--- config.mk ---
export PLATFORM = sky130hd
export DESIGN_NAME = srws_sqrt
export DESIGN_NICKNAME = d
export VERILOG_FILES = /design/src/design/assert_macros.svh /design/src/design/srws_pkg.sv /design/src/design/srws_sqrt.sv
export SDC_FILE = /design/constraint.sdc
export NUM_CORES = 1
export LEC_CHECK = 0
export BUFFER_PORTS_ARGS = -buffer_cell sky130_fd_sc_hd__buf_2
export CAP_MARGIN = 20
export CORE_MARGIN = 4
export CORE_UTILIZATION = 50
export CTS_CLUSTER_DIAMETER = 30
export CTS_CLUSTER_SIZE = 40
export DETAILED_ROUTE_END_ITERATION = 10
export HOLD_SLACK_MARGIN = 0.12
export PLACE_DENSITY = 0.7
export REMOVE_ABC_BUFFERS = 1
export SKIP_LAST_GASP = 1
export SYNTH_ARGS = -nofsm -noshare
export SYNTH_HDL_FRONTEND = slang
export SYNTH_SLANG_ARGS = --single-unit
--- constraint.sdc ---
create_clock -name clk -period 3.8 [get_ports clk]
set_input_delay 0.95 -clock clk [delete_from_list [all_inputs] [get_ports clk]]
set_output_delay 0.95 -clock clk [all_outputs]
set_load 0.05 [all_outputs]
--- src/design/assert_macros.svh ---
// Assertion macros for the sliding RMS top-level design file.
// Each macro expects clk and rst_n in the scope where it is used.
`ifndef ASSERT_MACROS_SVH
`define ASSERT_MACROS_SVH

// Check that cons holds in the same cycle as ante, outside of reset
`define SRWS_ASSERT_NOW(lbl, ante, cons) \
  lbl: assert property (@(posedge clk) disable iff (!rst_n) (ante) |-> (cons)) \
    else $error("sliding rms assertion failed");

// Check that cons holds in the cycle after ante, outside of reset
`define SRWS_ASSERT_NEXT(lbl, ante, cons) \
  lbl: assert property (@(posedge clk) disable iff (!rst_n) (ante) |=> (cons)) \
    else $error("sliding rms assertion failed");

`endif

--- src/design/srws_pkg.sv ---
// Shared constants and types for the sliding RMS block.
// No dependencies; srws_sqmul, srws_sqrt and the top level use it by scoped names.
package srws_pkg;

  // Field widths fixed by the interface
  localparam int SAMPLE_W = 16;
  localparam int RMS_W    = 16;
  localparam int HOP_W    = 13;
  localparam logic [HOP_W-1:0] HOP_RESET = 13'd32;

  // Default window lengths
  localparam int DEF_WINDOW      = 256;
  localparam int DEF_LONG_WINDOW = 16;

  // Serial multiplier: magnitudes of sample difference and sum
  localparam int MAG_W  = SAMPLE_W + 1;
  localparam int PROD_W = 2 * MAG_W;

  // Serial square root: mean square fits in 32 bits, root in 16
  localparam int RAD_W  = 32;
  localparam int ROOT_W = 16;
  localparam int REM_W  = ROOT_W + 2;
  localparam int RSH_W  = ROOT_W + 4;

  // Sequencer states
  typedef enum logic [2:0] {
    S_IDLE,
    S_MUL,
    S_DIV1,
    S_SQRT,
    S_DIV2,
    S_EMIT
  } state_t;

endpackage

--- src/design/srws_sqrt.sv ---
// Digit-by-digit floor square root, two radicand bits per cycle.
// Depends on srws_pkg for radicand and root widths.
module srws_sqrt (
  input  logic                          clk,
  input  logic                          rst_n,
  input  logic                          start,
  input  logic [srws_pkg::RAD_W-1:0]    rad,
  output logic                          done,
  output logic [srws_pkg::ROOT_W-1:0]   root
);

  localparam int RW = srws_pkg::ROOT_W;
  localparam int CW = $clog2(RW);

  logic [srws_pkg::RAD_W-1:0] rad_r;
  logic [srws_pkg::REM_W-1:0] rem_r, rem_nxt;
  logic [RW-1:0]              root_r;
  logic [srws_pkg::RSH_W-1:0] rem_sh, trial, r_diff;
  logic                       ge;
  logic [CW-1:0]              cnt_r;
  logic                       busy_r, done_r;

  // Bring down two bits and try root*4+1
  always_comb begin
    rem_sh  = {rem_r, rad_r[srws_pkg::RAD_W-1 -: 2]};
    trial   = {2'b00, root_r, 2'b01};
    r_diff  = rem_sh - trial;
    ge      = (rem_sh >= trial);
    rem_nxt = ge ? r_diff[srws_pkg::REM_W-1:0] : rem_sh[srws_pkg::REM_W-1:0];
  end

  // Control: step count and done pulse
  always_ff @(posedge clk) begin
    if (!rst_n) begin
      busy_r <= 1'b0;
      done_r <= 1'b0;
      cnt_r  <= '0;
    end else if (start) begin
      busy_r <= 1'b1;
      done_r <= 1'b0;
      cnt_r  <= CW'(RW - 1);
    end else if (busy_r) begin
      if (cnt_r == '0) begin
        busy_r <= 1'b0;
        done_r <= 1'b1;
      end else begin
        cnt_r <= cnt_r - 1'b1;
      end
    end else begin
      done_r <= 1'b0;
    end
  end

  // Datapath: radicand shifts left two bits, root gains one bit
  always_ff @(posedge clk) begin
    if (start) begin
      rad_r  <= rad;
      rem_r  <= '0;
      root_r <= '0;
    end else if (busy_r) begin
      rad_r  <= {rad_r[srws_pkg::RAD_W-3:0], 2'b00};
      rem_r  <= rem_nxt;
      root_r <= {root_r[RW-2:0], ge};
    end
  end

  assign done = done_r;
  assign root = root_r;

endmodule

# Word level (Yosys, flattened, before mapping)
# Cells that the tools add are included.
# op_classes
n_mux,9
n_reduce_logical,4
eq_ne,1
n_addsub,2
n_bitwise,2
order_cmp,1
# ops
cell,count
$mux W32,2
$ge A20 B18 Y1,1
$mux W18,1
$sub A18 B18 Y18,1
$mux W4,3
$logic_not A4 Y1,1
$sub A4 B1 Y4 const B,1
$mux W1,3
$reduce_or A3 Y1,1
$ne A2 B2 Y1 const B,1
$not A1 Y1,2
$reduce_and A2 Y1,1
$reduce_bool A2 Y1,1
# word_totals
regBits,72
output_inout_bits,17

# Logic depth before layout (Yosys ltp)
# logic_depth
depth_word,4
mapped_depth,10
mapped_depth_nobuf,9

# Least setup slack after synthesis
# No wires, ideal clock.
# synth_timing
path_kind,register to register
start,register root_r[0] (netlist: root[0])
end,register rem_r[10] (netlist name)
n_path_buf,0
setup_slack_ns,1.308
stages_incl_launch_ff,10
arrival_ns,2.370
synth_period_minus_slack_ns,2.492
setup_time_ns,0.122
path_cell_list,dfxtp_1 -> inv_1 -> ha_1 -> nor2b_4 -> o21ai_2 -> nand3_4 -> a221o_1 -> a21oi_1 -> xnor2_1 -> a311o_1
# synth_between
elab_chain_cells,2
elab_cells_between_ends,3
classes_between,add/sub: 1; order compare: 1; mux: 1
# synth_rtl
element,line,rtl
"start, declared",srws_sqrt.sv:17,logic [RW-1:0] root_r;
"start signal, assigned",srws_sqrt.sv:63,"root_r <= {root_r[RW-2:0], ge};"
$sub A18 B18 Y18 / $ge A20 B18 Y1 (equally long branches),"srws_sqrt.sv:27, srws_sqrt.sv:28",
$mux W18 *,srws_sqrt.sv:29,rem_nxt = ge ? r_diff[srws_pkg::REM_W-1:0] : rem_sh[srws_pkg::REM_W-1:0];
"end signal, assigned",srws_sqrt.sv:62,rem_r <= rem_nxt;
"end, declared",srws_sqrt.sv:16,"logic [srws_pkg::REM_W-1:0] rem_r, rem_nxt;"
# Mark *: on every way between the ends. The rest lies on a longest branch, timed or not.
# A chain may end at the register's enable or synchronous reset.

# Worst setup path after layout
# layout_timing
start,register root_r[0] (netlist: root[0])
end,register rem_r[14] (netlist name)
# The elaborated chain is that of the path after synthesis.

==> impl_metrics.py <==
metrics = {
    "routing": {
        "ant_nets": 0,
        "firstDrtPassIters": 4,
        "wl_per_cell_um": 14.9,
        "avgViaCountPerCell": 5.38,
        "vias": 2864,
        "drt_iter0_drc": 161,
        "routed_wl_um": 7950,
        "drcViolationCount": 0,
    },
    "worst_setup_path": {
        "arrival_ps": 2870,
        "cp_max_fo": 23,
        "cp-end-kind": "register",
        "worstSetupPathType": "register to register",
        "cp-start-kind": "register",
        "worstPathRequired_ps": 4020,
    },
    "floorplanning": {
        "rows": 32,
        "fp.dieH_um": 96.6,
        "die-area_mm2": 0.00933,
        "die_x_um": 96.6,
        "io_pins": 52,
        "core_area_mm2": 0.00769,
        "initial_core_util_pct": 51.1,
    },
    "synth": {
        "synth_area_per_cell_um2": 10.6,
        "synth-async-reset-ratio_pct": 0,
        "synth_top_family_by_area": "multiplexers",
        "synthAdderAreaFrac_pct": 6.37,
        "synth_seq_cells": 72,
        "synthDistinctLibCells": 60,
        "syn_inst": 372,
        "synthMuxAreaShare_pct": 15.2,
        "synth_xor_area_share_pct": 2.90,
        "syn_area_mm2": 0.00393,
        "yosys.area_share.simple_pct": 11.5,
        "synth_compound_area_share_pct": 15.0,
        "synth_enable_flop_cells": 32,
        "synth_warnings": 0,
        "yosysSeqAreaShare_pct": 44.9,
        "ys.flop_type": "dfxtp_1",
    },
    "global_routing": {
        "grt_pass1_vias": 2956,
        "antenna_found_initial": 0,
        "grt_pass1_wl_um": 13800,
        "grt_overflow": 0,
        "grt_busiest_layer": "met2",
        "met1_usage_pct": 23.2,
        "gr-usage-met3_pct": 4.97,
        "grt_use_total_pct": 17.8,
        "grt_use_met2_pct": 28.8,
        "grt_max_degree": 41,
    },
    "final_layout": {
        "area_delta_synth_final_pct": 14.1,
        "final_common_cell": "buf_2",
        "layout_common_cells": "buf_2, dfxtp_1, nor2_1",
        "drive_gt1_share_pct": 26.5,
        "fin_cells": 532,
        "fill_cells": 686,
        "fin_util_pct": 58.3,
        "n_antenna_cell": 0,
        "nets": 480,
    },
    "clocking": {
        "cts_resized": 0,
        "cts_setup_buffers": 0,
        "cts_tree": "built",
        "cts_buffer_depth": 2,
        "cts_num_sinks": 72,
        "cts_buffers": 9,
        "cts.hold.buffers_added": 0,
        "path_clk_slew_ps": 80,
        "clk_latency_ps": 340,
        "clock-root-buffer": "clkbuf_8",
        "ctsHtreeMaxLevel": 3,
    },
    "pwr": {
        "p_leak_nw": 1.88,
        "peakVddDrop_mv": 0.482,
        "power_density_mw_per_mm2": 856,
    },
    "placement": {
        "portBuffers": 51,
        "dp_hpwl_um": 5630,
        "gp_congestion": 0.901,
        "pre_cts_slack_ps": 1180,
        "dp.cells": 516,
    },
    "job": {
        "maxCapViolations": 0,
    },
    "sta": {
        "tightest_slew_ps": 819,
        "min_period_ps": 2650,
        "rsz0062_at_grt": "false",
        "fmax_mhz": 378,
        "finalClockSkew_ps": 13.5,
        "relSlewSlack_pct": 45.2,
        "finalSetupTns_ps": 0,
        "hold_violations": 0,
        "whs_ps": 482,
        "slew_viol_final": 0,
        "fin_crit_sh_pct": 69.7,
        "setup_violations": 0,
        "layout_setup_ws_ps": 1150,
    },
    "outcome": {
        "status": "complete, no violations",
    },
    "min_path": {
        "hold_class": "register to register",
    },
}
## Yosys cell counts (2+ instances only)
cell type  count  area, um^2
dfxtp_1       40         801
o21bai_1       3        22.5
o21a_1        10        75.1
a211o_1        2        17.5
o21ai_2        3        26.3
xor2_1         3        26.3
ha_1          20         250
o211ai_1       2        15.0
and2_1         4        25.0
nand4_1        2        12.5
nor2_1        33         124
xnor2_1       10        87.6
buf_1          2        7.51
a21o_1         4        30.0
a31oi_1        3        18.8
mux2_2        30         338
and3_1         3        18.8
nand2_1       24        90.1
o21ai_0       18        90.1
o31ai_1        2        15.0
and4_1         2        17.5
a211oi_1       2        15.0
a21oi_1       13        65.1
inv_1         26        97.6
clkbuf_1      10        37.5
o311a_1        3        30.0
nand3_1        2        10.0
mux2i_1       26         260
nor3_1         4        20.0
edfxtp_1      32         961
o21ai_1        3        15.0
nand2b_1       3        18.8
## flip-flops by register name, summed over array words and instances (netlist names)
register and count:
busy_r 1, rad_r 32, root 16, rem_r 18, done 1, cnt_r 4
## layer usage
| metal | vias up | part of all wire, % |
|---|---|---|
| met1 | 1348 | 48 |
| met3 | 6 | 5.6 |
| li1 | 1453 | - |
| met2 | 57 | 46 |
| met5 | - | 0 |
| met4 | 0 | 1.1 |
## final cells by class
type,count,area (um^2),share of cell area [%]
well taps,102,128,2.85
repair buffers,56,293,6.54
multi-input cells,260,2000,44.7
flip-flops and latches,72,1760,39.3
inverters,26,97.6,2.18
clock inverters,6,67.6,1.51
clock buffers,10,128,2.85
## through the flow
step                      power [mW]  instance area, um^2
after global placement          3.18                 4280
after floorplan                 2.80                 3860
after detailed placement        3.22                 4280
after CTS                       3.85                 4480
after global routing            4.13                 4480
final                           3.83                 4480
## power breakdown
part           switching, mW  internal, mW
registers             0.0839         0.945
logic                   1.21         0.983
clock network          0.303         0.307
total                   1.60          2.24
## worst max-delay path, stage by stage (launching register included)
cell and delay (ps):
dfxtp_1 390, inv_1 80, ha_1 350, nor2b_4 180, o21ai_2 80, nand3_4 120, a31oi_4 130, o21ai_4 690
nor4b_1 390, o31ai_1 100
## path summary, 6_finish.rpt
kind                            startpoint   endpoint  slack, ps  cells after the start
worst max-delay path               root[0]  rem_r[14]       1150                      9
worst min-delay path             rem_r[15]  rem_r[15]        480                      2
worst max register to register     root[0]  rem_r[14]       1150                      9
worst min register to register   rem_r[15]  rem_r[15]        480                      2
## cell families (layout without fill, tap and decap cells)
kind of cell / Yosys count / in the layout
fa+ha+maj: 20 / 20
simple gates: 89 / 89
buf+inv: 40 / 98
flops: 72 / 72
mux: 56 / 56
compound gates: 82 / 82
xor+xnor: 13 / 13
(Power assumes the default switching activity.)
