## config.mk

```make
export PLATFORM = sky130hd
export DESIGN_NAME = srws_sqmul
export DESIGN_NICKNAME = d
export VERILOG_FILES = /design/src/design/assert_macros.svh /design/src/design/srws_pkg.sv /design/src/design/srws_sqmul.sv
export SDC_FILE = /design/constraint.sdc
export NUM_CORES = 1
export LEC_CHECK = 0
export ABC_AREA = 1
export BUFFER_PORTS_ARGS = -buffer_cell sky130_fd_sc_hd__clkbuf_2
export CORE_MARGIN = 5
export CORE_UTILIZATION = 30
export CTS_CLUSTER_DIAMETER = 60
export DETAILED_ROUTE_END_ITERATION = 10
export PLACE_DENSITY = 0.51
export SYNTH_ARGS = -nofsm -noshare
export SYNTH_HDL_FRONTEND = slang
export SYNTH_SLANG_ARGS = --single-unit
```

## constraint.sdc

```tcl
create_clock -name clk -period 2.09 [get_ports clk]
set_input_delay 0.1045 -clock clk [delete_from_list [all_inputs] [get_ports clk]]
set_output_delay 0.1045 -clock clk [all_outputs]
set_load 0.02 [all_outputs]
```

## src/design/assert_macros.svh

```systemverilog
// Assertion macros for the sliding RMS top-level design file.
// Each macro expects clk and rst_n in the scope where it is used.
`ifndef ASSERT_MACROS_SVH
`define ASSERT_MACROS_SVH

// Check that cons holds in the same cycle as ante, outside of reset
`define SRWS_ASSERT_NOW(lbl, ante, cons) \
  lbl: assert property (@(posedge clk) disable iff (!rst_n) (ante) |-> (cons)) \
    else $error("sliding rms assertion failed");

// Check that cons holds in the cycle after ante, outside of reset
`define SRWS_ASSERT_NEXT(lbl, ante, cons) \
  lbl: assert property (@(posedge clk) disable iff (!rst_n) (ante) |=> (cons)) \
    else $error("sliding rms assertion failed");

`endif

```

## src/design/srws_pkg.sv

```systemverilog
// Shared constants and types for the sliding RMS block.
// No dependencies; srws_sqmul, srws_sqrt and the top level use it by scoped names.
package srws_pkg;

  // Field widths fixed by the interface
  localparam int SAMPLE_W = 16;
  localparam int RMS_W    = 16;
  localparam int HOP_W    = 13;
  localparam logic [HOP_W-1:0] HOP_RESET = 13'd32;

  // Default window lengths
  localparam int DEF_WINDOW      = 256;
  localparam int DEF_LONG_WINDOW = 16;

  // Serial multiplier: magnitudes of sample difference and sum
  localparam int MAG_W  = SAMPLE_W + 1;
  localparam int PROD_W = 2 * MAG_W;

  // Serial square root: mean square fits in 32 bits, root in 16
  localparam int RAD_W  = 32;
  localparam int ROOT_W = 16;
  localparam int REM_W  = ROOT_W + 2;
  localparam int RSH_W  = ROOT_W + 4;

  // Sequencer states
  typedef enum logic [2:0] {
    S_IDLE,
    S_MUL,
    S_DIV1,
    S_SQRT,
    S_DIV2,
    S_EMIT
  } state_t;

endpackage

```

## src/design/srws_sqmul.sv

```systemverilog
// Bit-serial multiplier that forms new^2 - old^2 as (new-old)*(new+old).
// Depends on srws_pkg for widths; one multiplier bit per cycle.
module srws_sqmul (
  input  logic                              clk,
  input  logic                              rst_n,
  input  logic                              start,
  input  logic signed [srws_pkg::SAMPLE_W-1:0] new_smp,
  input  logic signed [srws_pkg::SAMPLE_W-1:0] old_smp,
  output logic                              done,
  output logic                              neg,
  output logic [srws_pkg::PROD_W-1:0]       prod
);

  localparam int MW = srws_pkg::MAG_W;
  localparam int CW = $clog2(MW);

  logic [MW-1:0]                  diff, summ, diff_mag, summ_mag;
  logic [MW-1:0]                  a_r;
  logic [srws_pkg::PROD_W-1:0]    p_r;
  logic [MW:0]                    part;
  logic [CW-1:0]                  cnt_r;
  logic                           busy_r, done_r, neg_r;

  // Form difference and sum in one extra bit, then their magnitudes
  always_comb begin
    diff     = {new_smp[srws_pkg::SAMPLE_W-1], new_smp}
             - {old_smp[srws_pkg::SAMPLE_W-1], old_smp};
    summ     = {new_smp[srws_pkg::SAMPLE_W-1], new_smp}
             + {old_smp[srws_pkg::SAMPLE_W-1], old_smp};
    diff_mag = diff[MW-1] ? (~diff + 1'b1) : diff;
    summ_mag = summ[MW-1] ? (~summ + 1'b1) : summ;
  end

  // Add the multiplicand into the upper half when the low bit is set
  assign part = {1'b0, p_r[srws_pkg::PROD_W-1:MW]} + (p_r[0] ? {1'b0, a_r} : '0);

  // Control: step count and done pulse
  always_ff @(posedge clk) begin
    if (!rst_n) begin
      busy_r <= 1'b0;
      done_r <= 1'b0;
      cnt_r  <= '0;
    end else if (start) begin
      busy_r <= 1'b1;
      done_r <= 1'b0;
      cnt_r  <= CW'(MW - 1);
    end else if (busy_r) begin
      if (cnt_r == '0) begin
        busy_r <= 1'b0;
        done_r <= 1'b1;
      end else begin
        cnt_r <= cnt_r - 1'b1;
      end
    end else begin
      done_r <= 1'b0;
    end
  end

  // Datapath: load operands, then shift one bit per cycle
  always_ff @(posedge clk) begin
    if (start) begin
      a_r   <= diff_mag;
      p_r   <= {{MW{1'b0}}, summ_mag};
      neg_r <= diff[MW-1] ^ summ[MW-1];
    end else if (busy_r) begin
      p_r <= {part, p_r[MW-1:1]};
    end
  end

  assign done = done_r;
  assign neg  = neg_r;
  assign prod = p_r;

endmodule

```

After elaboration in Yosys (flattened, before gate mapping):

Cells that the tools add are included.

* output and inout port bits: 36
* bits of input ports: 35
* word-level logic and storage cells: 39
* register bits: 59

* muxes and demuxes: 11
* reductions and logical operators: 6
* equality and inequality tests: 1
* bitwise gates (word level): 6
* $add $sub $neg: 6

Operator list (number)
* $mux W17: 4
* $add A17 B1 Y17 const B: 2
* $not A17 Y17: 2
* $add A17 B17 Y18: 1
* $add A16 B16 Y17: 1
* $sub A16 B16 Y17: 1
* $mux W16: 1
* $mux W5: 3
* $logic_not A5 Y1: 1
* $sub A5 B1 Y5 const B: 1
* $reduce_and A2 Y1: 2
* $mux W1: 3
* $not A1 Y1: 3
* $reduce_or A3 Y1: 1
* $ne A2 B2 Y1 const B: 1
* $reduce_bool A2 Y1: 1
* $reduce_or A2 Y1: 1
* $xor A1 B1 Y1: 1

Longest topological paths before layout:

* depth after elaboration: 5
* depth in mapped cells: 20
* depth with buffers taken out: 19

Worst setup path after synthesis:

Ideal clock, no wire load.

* kind: register to register
* start: reg p_r, in the netlist prod[0]
* end: reg p_r, in the netlist prod[31]
* path buffers: 2
* path slack: -0.316 ns
* library setup time: 0.115 ns
* data arrival time: 2.290 ns
* stages on the path, launching flop included: 15
* period minus slack after synthesis: 2.406 ns
* required time: 1.975 ns
* cells stage by stage: edfxtp_1 -> clkbuf_1 -> clkbuf_1 -> nand2_1 -> inv_1 -> ha_1 -> inv_1 -> o21bai_1 -> nor2_1 -> o21ai_0 -> nand4_1 -> nand3_1 -> nand2_1 -> o21ai_0 -> inv_1

* word-level cells in the longest chain between the ends: 2

RTL lines
* start: declaration: RTL line srws_sqmul.sv:19 `logic [srws_pkg::PROD_W-1:0] p_r;`
* start signal: assignment: RTL line srws_sqmul.sv:63 `p_r <= {{MW{1'b0}}, summ_mag};`
* start signal: assignment: RTL line srws_sqmul.sv:66 `p_r <= {part, p_r[MW-1:1]};`
* $mux W17: RTL line srws_sqmul.sv:35 `assign part = {1'b0, p_r[srws_pkg::PROD_W-1:MW]} + (p_r[0] ? {1'b0, a_r} : '0);`
* $add A17 B17 Y18: RTL line srws_sqmul.sv:35

No other way between the ends.
A chain may end at the register's enable or synchronous reset.

Worst setup path in the final report:

* start: reg p_r, in the netlist prod[0]
* end: reg p_r, in the netlist prod[32]

The elaborated chain is that of the path after synthesis.

==> run summary <==
maxcap violations -> 0
Top FF cell, synth -> edfxtp_1
filler instances -> 2044
syn nets -> 1001
iteration-0 DRC count of the detailed router -> 247
sequential-to-total area share from yosys stat -> 25.6%
critical hold path startpoint -> start
Leakage -> 0.00473 uW
Worst Setup Start Kind -> flop
Final Hold Fails -> 0
boundary pin count -> 71
Worst Path Max Fanout -> 6
Sink Count -> 59
largest net degree at the start of global routing -> 22
setup TNS -> -176 ps
Total GRT Usage -> 16.2%
pre-CTS WS -> -429 ps
RSZ-0062 raised after global routing -> true
Root Driver -> clkbuf_16
routed wire length per instance -> 12.3 um
Starting Density -> 30.6%
leading cell type in the layout, fill and taps excluded -> nand2_1
Setup crit end kind -> flop
post-synthesis register bit count -> 59
Site Rows -> 51
sequential share of power -> 25.8%
crit path kind -> reg -> reg
Die Span Y -> 151 um
Min-Delay Path Class -> in -> reg
Multi-input gate area -> 0.00444 sq mm
FMAX -> 467 MHz
routed wire length -> 17900 um
ANT nets after route -> 0
relative slew slack -> 73.6%
final setup violation count -> 5
number of global-route vias before repair -> 6324
1st-pass router iterations -> 4
die area -> 0.0228 sq mm
Die W -> 151 um
Req. time, crit path -> 2320 ps
Worst Tran Pin Value -> 396 ps
Mapped Cells -> 910
fin worst setup slack -> -51.4 ps
switching share of power -> 36.7%
Crit-path slowest cell -> edfxtp_1
CTS tree -> built
clk slew on worst S/H paths -> 50 ps
Synth warnings -> 0
global-route wire length before repair -> 29800 um
Core ar. -> 0.0195 sq mm
asr flop ratio synth -> 0%
internal power -> 3850 uW
nets@finish -> 1274
outcome -> finished, violations left
antenna cell count -> 0
Num CTS Buffers -> 9
slowest stage delay, CP -> 360 ps
GPL Wtd Cong -> 0.854
initial antenna violation count -> 0
port bufs -> 70
Worst Path Buf+Inv -> 5
post-layout minimum cycle time -> 2140 ps
Cell Area, Synth -> 0.00597 sq mm
worst r2r src -> prod[0]
total power -> 6080 uW
Worst Setup SP -> prod[0]
Syn Area/Cell -> 6.56 sq um
Comb power frac -> 48.0%
H-tree levels -> 3
via count -> 6431
area grow syn2layout -> 54.4%
EDFF count, synth -> 35
storage element area -> 0.00153 sq mm
power per cell area -> 660 mW/mm^2
Synth cell types -> 45
Critical Path AT -> 2370 ps
failing checks -> negative setup slack
crit-path cells -> buf_6, nand2_2, inv_2, ha_4, inv_2, fa_2, inv_2, nand2_2, nand2_1, nand2_1, nand2_2, nand4_1, nand3_2, a21oi_2, xnor2_1, o21ai_1, inv_1
post-DP HPWL -> 14800 um
commonest non-fill, non-tap cells in the layout -> nand2_1 (239), buf_4 (201), inv_1 (126)
grt ovf -> 0
DRC viols -> 0
layout cells sized above 1 -> 40.2%
clock network power share -> 26.3%
vias per cell -> 4.43
Final Skew -> 8.55 ps
worst-skew pair later-pin latency -> 340 ps
clock tree buffer depth -> 2
max-slew violations -> 0
cell family with most CP delay -> simple AND/OR/NAND/NOR gates
P_sw -> 2230 uW
final worst-path cycle share -> 102%
maximum vdd drop -> 400 uV
## worst paths after layout
check	endpoint	slack, ps	cells past startpoint
setup reg to reg	prod[32]	-50	17
hold reg to reg	cnt_r[0]	460	2
hold / removal	a_r[2]	280	1
setup / recovery	prod[32]	-50	17
## synth_stat cells (4+ instances only)
master    count  area share, %
a21oi_1      47            3.9
a21oi_2       5           0.73
a31oi_1       5           0.52
buf_6         6            1.1
clkbuf_1      9           0.57
dfxtp_1      24            8.0
edfxtp_1     35             18
ha_1         53             11
inv_1       144            9.1
inv_2         8           0.50
nand2_1     270             17
nand2_2      12            1.3
nand3_1      63            5.3
nand3_2       6            1.0
nand4_1      15            1.6
nor2_1       82            5.2
nor2_2        9           0.94
nor3_1       10           0.84
o21ai_0      31            2.6
o21ai_1       5           0.42
o21bai_1      4           0.50
xnor2_1      10            1.5
xor2_1       18            2.6
## sequential cells by signal, indices dropped and copies added, names as in the netlist
signal  flops
a_r        17
busy_r      1
cnt_r       5
done        1
neg         1
prod       34
## stage by stage
step                      hold slack [ps]  instance area [sq um]  std cells  utilization (%)
final                                 284                   9220       1453             47.2
after floorplan                       217                   6140        910                -
after detailed placement              346                   8140       1419             41.7
after global placement                352                   8140       1419             41.7
after global routing                  284                   9220       1453             47.2
after CTS                             282                   8720       1443             44.6
## repair_timing
action                                  CTS  global route
buffers inserted                          6            10
endpoints found under the setup margin   27            46
hold buffers                              1             0
pin swaps                                34            61
resized for setup                        42           109
gates cloned                              1             2
endpoints found under the hold margin     2             0
## power groups by stage
stage	registers, uW	clock network [uW]	logic (uW)
3_3_place_gp	1580	0	2570
5_1_grt	1580	1690	3260
4_1_cts	1570	1630	2730
2_1_floorplan	1680	0	1410
3_5_place_dp	1580	0	2590
6_report	1570	1600	2920
## routing by layer
metal	vias to the layer above	wire length (um)	global-route usage (%)	share of wire [%]
li1	3463	-	-	-
met5	-	0	0	0
met3	22	533	2.33	3.0
met1	2865	8270	20.8	46
met4	0	366	4.17	2.0
met2	81	8740	28.5	49
## final cells by class
type | instances | share of cell area (%)
repair buffers | 281 | 21.6
inverters | 153 | 6.47
well taps | 265 | 3.60
clock buffers | 9 | 2.44
clock inverters | 7 | 1.11
flip-flops and latches | 59 | 16.6
multi-input cells | 679 | 48.2
## kinds of logic (layout without fill, tap and decap cells)
family,count (synthesis),after routing,synth area share [%]
adder cells (fa/ha/maj),56,56,12.1
buffers and inverters,174,450,12.0
flip-flops,59,59,25.6
XOR/XNOR,31,31,4.92
AO/OA/AOI/OAI,114,114,11.0
AND/OR/NAND/NOR,476,478,34.3
Note: power is estimated with default switching activity, not from simulation.
