===== src/design/assert_macros.svh =====
// Assertion macros for the sliding RMS top-level design file.
// Each macro expects clk and rst_n in the scope where it is used.
`ifndef ASSERT_MACROS_SVH
`define ASSERT_MACROS_SVH

// Check that cons holds in the same cycle as ante, outside of reset
`define SRWS_ASSERT_NOW(lbl, ante, cons) \
  lbl: assert property (@(posedge clk) disable iff (!rst_n) (ante) |-> (cons)) \
    else $error("sliding rms assertion failed");

// Check that cons holds in the cycle after ante, outside of reset
`define SRWS_ASSERT_NEXT(lbl, ante, cons) \
  lbl: assert property (@(posedge clk) disable iff (!rst_n) (ante) |=> (cons)) \
    else $error("sliding rms assertion failed");

`endif


===== src/design/srws_div.sv =====
// Restoring divider, one quotient bit per cycle, shared by both means.
// Depends on srws_pkg only through the top level's choice of widths.
module srws_div #(
  parameter int NW = 39,
  parameter int DW = 9
) (
  input  logic          clk,
  input  logic          rst_n,
  input  logic          start,
  input  logic [NW-1:0] num,
  input  logic [DW-1:0] den,
  output logic          done,
  output logic [NW-1:0] quo
);

  localparam int CW = $clog2(NW);

  logic [NW-1:0] q_r;
  logic [DW-1:0] rem_r, den_r, rem_nxt;
  logic [DW:0]   r_sh, r_diff;
  logic          ge;
  logic [CW-1:0] cnt_r;
  logic          busy_r, done_r;

  // Shift in the next numerator bit and trial-subtract the divisor
  always_comb begin
    r_sh    = {rem_r, q_r[NW-1]};
    r_diff  = r_sh - {1'b0, den_r};
    ge      = (r_sh >= {1'b0, den_r});
    rem_nxt = ge ? r_diff[DW-1:0] : r_sh[DW-1:0];
  end

  // Control: step count and done pulse
  always_ff @(posedge clk) begin
    if (!rst_n) begin
      busy_r <= 1'b0;
      done_r <= 1'b0;
      cnt_r  <= '0;
    end else if (start) begin
      busy_r <= 1'b1;
      done_r <= 1'b0;
      cnt_r  <= CW'(NW - 1);
    end else if (busy_r) begin
      if (cnt_r == '0) begin
        busy_r <= 1'b0;
        done_r <= 1'b1;
      end else begin
        cnt_r <= cnt_r - 1'b1;
      end
    end else begin
      done_r <= 1'b0;
    end
  end

  // Datapath: numerator shifts out the top as quotient bits shift in
  always_ff @(posedge clk) begin
    if (start) begin
      q_r   <= num;
      rem_r <= '0;
      den_r <= den;
    end else if (busy_r) begin
      q_r   <= {q_r[NW-2:0], ge};
      rem_r <= rem_nxt;
    end
  end

  assign done = done_r;
  assign quo  = q_r;

endmodule


===== config.mk =====
export PLATFORM = sky130hd
export DESIGN_NAME = srws_div
export DESIGN_NICKNAME = d
export VERILOG_FILES = /design/src/design/assert_macros.svh /design/src/design/srws_div.sv
export SDC_FILE = /design/constraint.sdc
export NUM_CORES = 1
export LEC_CHECK = 0
export BUFFER_PORTS_ARGS = -buffer_cell sky130_fd_sc_hd__buf_2
export CAP_MARGIN = 20
export CORE_MARGIN = 4
export CORE_UTILIZATION = 52
export DETAILED_ROUTE_END_ITERATION = 6
export GPL_ROUTABILITY_DRIVEN = 0
export PLACE_DENSITY = 0.8
export REMOVE_ABC_BUFFERS = 1
export SLEW_MARGIN = 20
export SYNTH_ARGS = -nofsm -noshare
export SYNTH_HDL_FRONTEND = slang
export SYNTH_SLANG_ARGS = --single-unit

===== constraint.sdc =====
create_clock -name clk -period 2.42 [get_ports clk]
set_clock_uncertainty 0.05 [all_clocks]
set_input_delay 0.363 -clock clk [delete_from_list [all_inputs] [get_ports clk]]
set_output_delay 0.363 -clock clk [all_outputs]
set_load 0.02 [all_outputs]

# == Yosys cells after proc, flatten, opt, wreduce, memory -nomap -nowiden ==
# Index checks and enable logic that the tools add are counted.
# op_classes
add_sub_neg,2
n_lt_le_gt_ge,1
n_eq_ne,1
mux,9
bitwise,3
n_reduce_logical,6
# op_table
op,count
$mux W39,2
$mux W6,3
$ge A10 B9 Y1,1
$mux W9,1
$sub A9 B9 Y9,1
$logic_not A6 Y1,1
$sub A6 B1 Y6 const B,1
$reduce_and A2 Y1,2
$mux W1,3
$not A1 Y1,3
$reduce_or A3 Y1,1
$ne A2 B2 Y1 const B,1
$reduce_bool A2 Y1,1
$reduce_or A2 Y1,1
# totals
ff_bits,65
in_bits,51
output_inout_bits,40

# == Logic depth before layout (Yosys ltp) ==
# Gate-level depths: netlist of run 1.
# depth
depth_word,4
mapped_depth,10
mapped_depth_nobuf,9

# == Worst setup path before layout of run 1 ==
# No wires, ideal clock.
# synth_path
path_type,register to register
from,register q_r[38] (netlist: quo[38])
to,register q_r[0] (netlist: quo[0]) (data pin)
setup_time_ns,0.260
arrival_time_ns,1.997
required_time_ns,2.110
setup_slack_ns,0.114
stages_incl_launch_ff,10
n_path_buf,1
synth_period_minus_slack_ns,2.306
cell_sequence,edfxtp_1 -> inv_1 -> ha_1 -> inv_1 -> fa_1 -> a21oi_1 -> a211o_1 -> o211ai_4 -> buf_8 -> mux2_2
# synth_via
elab_chain_cells,3
# synth_rtl
element,line,rtl
start: declaration,srws_div.sv:18,logic [NW-1:0] q_r;
start signal: assignment,srws_div.sv:58,q_r <= num;
start signal: assignment,srws_div.sv:62,"q_r <= {q_r[NW-2:0], ge};"
$ge A10 B9 Y1,srws_div.sv:29,"ge = (r_sh >= {1'b0, den_r});"
$mux W39,srws_div.sv:61,end else if (busy_r) begin
$mux W39,srws_div.sv:57,if (start) begin
# Every way passes these cells. The select of a mux whose other input is x is not followed.
# A chain may end at the register's enable or synchronous reset.

# == Worst setup path after layout of run 1 ==
# layout_path
from,register q_r[38] (netlist: quo[38])
to,register rem_r[1]
# layout_via
elab_chain_cells,2
elab_cells_between_ends,3
# layout_rtl
element,line,rtl
$sub A9 B9 Y9 / $ge A10 B9 Y1 (equally long branches),"srws_div.sv:28, srws_div.sv:29",
$mux W9 *,srws_div.sv:30,rem_nxt = ge ? r_diff[DW-1:0] : r_sh[DW-1:0];
end signal: assignment,srws_div.sv:63,rem_r <= rem_nxt;
end: declaration,srws_div.sv:19,"logic [DW-1:0] rem_r, den_r, rem_nxt;"
# Every way passes the cells marked *; elsewhere a longest branch is shown, timed or not.

==> results.ini, run 1 <==
[min_path]
min-delay-path-class = in -> reg
hp-start = den[3]

[synthesis]
async_flop_share_pct = 0
synth.largest_area_cell = edfxtp_1
yosysSeqAreaShare_pct = 56.2
synth-seq-cells = 65
ys_types = 47
yosysTopAreaCellShare_pct = 45.5
syn_inst = 241
synth_common_cells = edfxtp_1 (48), mux2_2 (23), dfxtp_1 (17), inv_1 (17), mux2_1 (17)
yosysMostFrequentCell = edfxtp_1
synth_warnings = 0
synth_area_um2 = 3170
synth_ff_type = edfxtp_1
avgSynthCellArea_um2 = 13.2
synth_edf_count = 48
synthTopCellsByArea = edfxtp_1 (45%), dfxtp_1 (11%), mux2_2 (8.2%)

[clocking]
clk_latency_ps = 350
clock_sinks = 65
cts_tree = built
cts_made_buffers = 9
cts_max_level = 3
root_buffer = clkbuf_8
path_clk_slew_ps = 70
cts.path.max_buffers = 2
post_cts_buffers = 0
cts_resized = 0
ctsHoldBuffers = 0

[final_layout]
diodes = 0
layout.nets = 400
syn2layout_area_growth_pct = 24.0
drive_above_1_share_pct = 39.9

[routing]
drt_iter0_markers = 92
vias_per_cell = 5.41
vias = 2260
drc = 0
wl_um = 6640
wl_per_cell_um = 15.9
drtAntennaViolNets = 0
drtPass1Iterations = 4

[timing]
setup_viol = 0
rsz0062_at_grt = false
max_freq_mhz = 443
timing.final.crit_share_pct = 93.3
slew_headroom_pct = 74.4
tightest_slew_ps = 383
finalHoldViolCount = 0
hold_ws_ps = 137
finalSetupTns_ps = 0
period_minus_slack_ps = 2260
slew_viol_final = 0

[pwr]
p_total_mw = 2.93
leakagePower_nw = 1.64
power.density_nw_per_um2 = 746
ir_worst_vdd_mv = 0.465

[floorplanning]
die-area_um2 = 7410
io_pins = 91
coreArea_um2 = 5920
core.rowCount = 28
die_height_um = 86.1
start_util_pct = 53.6
fp.dieW_um = 86.1

[placed_design]
hpwlAfterDp_um = 4730
port_buffers = 90

[global_route]
grt_max_degree = 43
grt_pass1_vias = 2364
grt_pass1_wl_um = 10900
antenna_found_initial = 0
grt_overflow = 0
grt_use_total_pct = 19.2

[worst_setup_path]
worst_setup_path_end_kind = register
path_max_fanout = 8
cp_num_buf_inv = 3
crit_end = rem_r[1]
required_ps = 2620
startpoint_type = register
cpPeakStageDelay_ps = 420
timing.rr.start = quo[38]
r2r-end = rem_r[1]
reg2reg_slack_ps = 160
path_cells = inv_1 -> ha_1 -> inv_1 -> fa_1 -> a21oi_1 -> a211o_1 -> o211ai_4 -> buf_4 -> mux2i_1 -> a211oi_1
crit_start = quo[38]
crit_top_cell = inv_1
reg2regPathDepth = 10
criticalPathCategory = reg -> reg
slowest_stage = fa_1
critPathTopFamily = compound AO/OA/AOI/OAI gates
path_depth = 10
critPathArrivalTime_ps = 2460

[run]
maxCapViolCount = 0

[outcome]
run_status = finished clean

## sequential cells by signal (all words and copies together), names as in the netlist
| name | cells |
|---|---|
| den_r | 9 |
| quo | 39 |
| rem_r | 9 |
| cnt_r | 6 |
| done | 1 |
| busy_r | 1 |
## cell type report
type | instances | area [um^2]
clock buffers | 11 | 131
clock inverters | 5 | 55.1
fillers | 469 | 1990
inverters | 17 | 63.8
multi-input cells | 150 | 1290
flip-flops and latches | 65 | 1780
well taps | 75 | 93.8
repair buffers | 95 | 513
## worst min path at each step
stage / to / slack [ps] / cells after the start
floorplan: rem_r[0] / 390 / 1
global placement: rem_r[3] / 440 / 2
detailed placement: rem_r[1] / 450 / 2
CTS: den_r[3] / 110 / 1
global route: den_r[3] / 110 / 1
finish: den_r[3] / 140 / 1
## layout by cell type, fill, tap and decap left out, types with 5 or more instances in the layout
| cell | count |
|---|---|
| inv_1 | 17 |
| dfxtp_1 | 17 |
| buf_2 | 90 |
| a211oi_1 | 7 |
| edfxtp_1 | 48 |
| mux2_1 | 17 |
| mux2i_1 | 5 |
| nand2_1 | 7 |
| xnor2_1 | 6 |
| mux2_2 | 23 |
| ha_1 | 10 |
| a21oi_1 | 7 |
| clkbuf_8 | 9 |
| nor2_1 | 14 |
## metal layers
metal / track usage, % / share of wire [%] / up-vias
met2: 29.6 / 48 / 74
met1: 22.7 / 41 / 1075
li1: - / - / 1101
met5: 0 / 0 / -
met4: 7.48 / 1.5 / 0
met3: 9.89 / 9.2 / 10
## stage by stage
stage | cell area, um^2 | instances | setup WS [ps] | util [%]
2_1_floorplan | 3130 | 232 | 109 | -
3_3_place_gp | 3730 | 402 | 237 | 63.0
3_5_place_dp | 3730 | 402 | 142 | 63.0
4_1_cts | 3920 | 418 | 144 | 66.2
5_1_grt | 3930 | 418 | 5.73 | 66.4
6_report | 3930 | 418 | 162 | 66.4
## cells by family after synthesis
| kind of cell | count (synthesis) | synth area share (%) |
|---|---|---|
| muxes | 45 | 15.8 |
| DFF | 65 | 56.2 |
| AOI/OAI and AO/OA | 41 | 10.3 |
| buffers and inverters | 26 | 3.43 |
| and+or+nand+nor | 45 | 7.46 |
| adders and majority gates | 11 | 4.58 |
| xor gates and xnor gates | 8 | 2.21 |
## where the power goes
group	internal, mW	leakage (nW)	switching [mW]
Combinational	0.280	0.926	0.366
Sequential	1.33	0.620	0.0641
Clock	0.475	0.0914	0.419
Note: power is estimated with default switching activity, not from simulation.
==> run 2, diff against run 1 <==
Settings changed: PLACE_DENSITY 0.8 to 0.81, SLEW_MARGIN 20 to 40.
==> run 2 against run 1 <==
Effect of this change:
- register-to-register slack got worse by 70 ps
- count of clock-buffer cells in the layout unchanged
- combinational power increased by 1%
- clock power decreased by 13%
- design area decreased by 0.45%
- critical endpoint is now rem_r[0]
- wire length decreased by 1.9%
- non-clock buffer count increased by 1
- setup slack got worse by 71 ps
- core utilization decreased by 0.30 points
- cell count increased by 0.24%
- highest routed layer unchanged
- critical path depth decreased by 1
==> results.ini, run 2 (synthesized netlist as in run 1, its figures left out) <==
[outcome]
run_status = finished clean

[pwr]
ir_worst_vdd_mv = 0.581
leakagePower_nw = 1.62
power.density_nw_per_um2 = 722

[routing]
vias_per_cell = 5.33
drtAntennaViolNets = 0
vias = 2233
wl_um = 6510
drt_iter0_markers = 100
wl_per_cell_um = 15.5
drtPass1Iterations = 4
drc = 0

[clocking]
root_buffer = clkbuf_8
clock_sinks = 65
post_cts_buffers = 0
path_clk_slew_ps = 70
clk_latency_ps = 340
cts_max_level = 3
cts_tree = built
ctsHoldBuffers = 0
cts_made_buffers = 9
cts.path.max_buffers = 2

[global_route]
antenna_found_initial = 0
grt_use_total_pct = 18.9
grt_pass1_wl_um = 10800
grt_overflow = 0
grt_max_degree = 33
grt_pass1_vias = 2343

[worst_setup_path]
startpoint_type = register
required_ps = 2630
critPathArrivalTime_ps = 2540
reg2reg_slack_ps = 90
path_max_fanout = 8
worst_setup_path_end_kind = register
criticalPathCategory = reg -> reg

[timing]
worst_slack_ps = 90.6
tightest_slew_ps = 349
period_minus_slack_ps = 2330
slew_viol_final = 0
finalHoldViolCount = 0
setup_viol = 0
slew_headroom_pct = 76.8
timing.final.crit_share_pct = 96.3
finalSetupTns_ps = 0
max_freq_mhz = 429

[floorplanning]
die-area_um2 = 7410
fp.dieW_um = 86.1
start_util_pct = 53.6
die_height_um = 86.1
core.rowCount = 28
coreArea_um2 = 5920
io_pins = 91

[final_layout]
multi_input_area_um2 = 1300
final_common_cell = buf_2
diodes = 0
syn2layout_area_growth_pct = 23.4
layout.nets = 401
final_util_pct = 66.1
drive_above_1_share_pct = 40.7
fillers = 471
layout_common_cells = buf_2 (90), edfxtp_1 (48), mux2_2 (23)
final_cells = 419
regArea_um2 = 1780
final_area_um2 = 3910
largest_reg_flops = 39

[placed_design]
hpwlAfterDp_um = 4760
place_inst = 403
port_buffers = 90
dp_slack_ps = 75.8
dpl_cell_area_um2 = 3730

[run]
maxCapViolCount = 0

[min_path]
min-delay-path-class = in -> reg

[run 2: layout make-up]
cell class	count	share of cell area (%)
clock inverter	5	0.831
timing repair buffer	96	13.0
multi-input combinational	150	33.3
tap	75	2.40
clock buffer	11	3.36
inverter	17	1.63
sequential	65	45.5
[run 2: per-layer routing]
layer | track usage, % | up-vias | part of all wire [%]
met1 | 23.0 | 1047 | 43
met2 | 28.5 | 74 | 46
li1 | - | 1101 | -
met4 | 6.47 | 0 | 1.5
met3 | 10.4 | 11 | 9.4
met5 | 0 | - | 0
[run 2: what timing repair did]
item | 4_1_cts | 5_1_grt
gates resized for setup | 0 | 3
endpoints found under the setup margin | 0 | 4
endpoints found under the hold margin | 0 | 0
[run 2: worst paths after layout]
check              to  cells past startpoint     start
min reg2reg  rem_r[5]                      2  rem_r[5]
max          rem_r[0]                      9   quo[38]
max reg2reg  rem_r[0]                      9   quo[38]
min          den_r[6]                      1    den[6]
[run 2: through the flow]
stage | hold WS (ps) | total power, mW
6_report | 140 | 2.82
4_1_cts | 120 | 2.84
3_5_place_dp | 453 | 2.05
3_3_place_gp | 442 | 2.03
2_1_floorplan | 386 | 1.83
5_1_grt | 121 | 2.98
[run 2: worst max-delay path, cell delays in order, from the launching register on]
cell	delay (ps)
edfxtp_1	380
inv_1	80
ha_1	160
inv_1	50
fa_1	410
a21oi_1	180
a211o_1	190
o211ai_4	140
mux2_1	370
a211oi_2	240
[run 2: power by group]
part	total, mW	internal (mW)	leakage, nW	switching [mW]
registers	1.39	1.33	0.620	0.0614
clock network	0.780	0.368	0.0770	0.412
logic	0.654	0.280	0.928	0.374
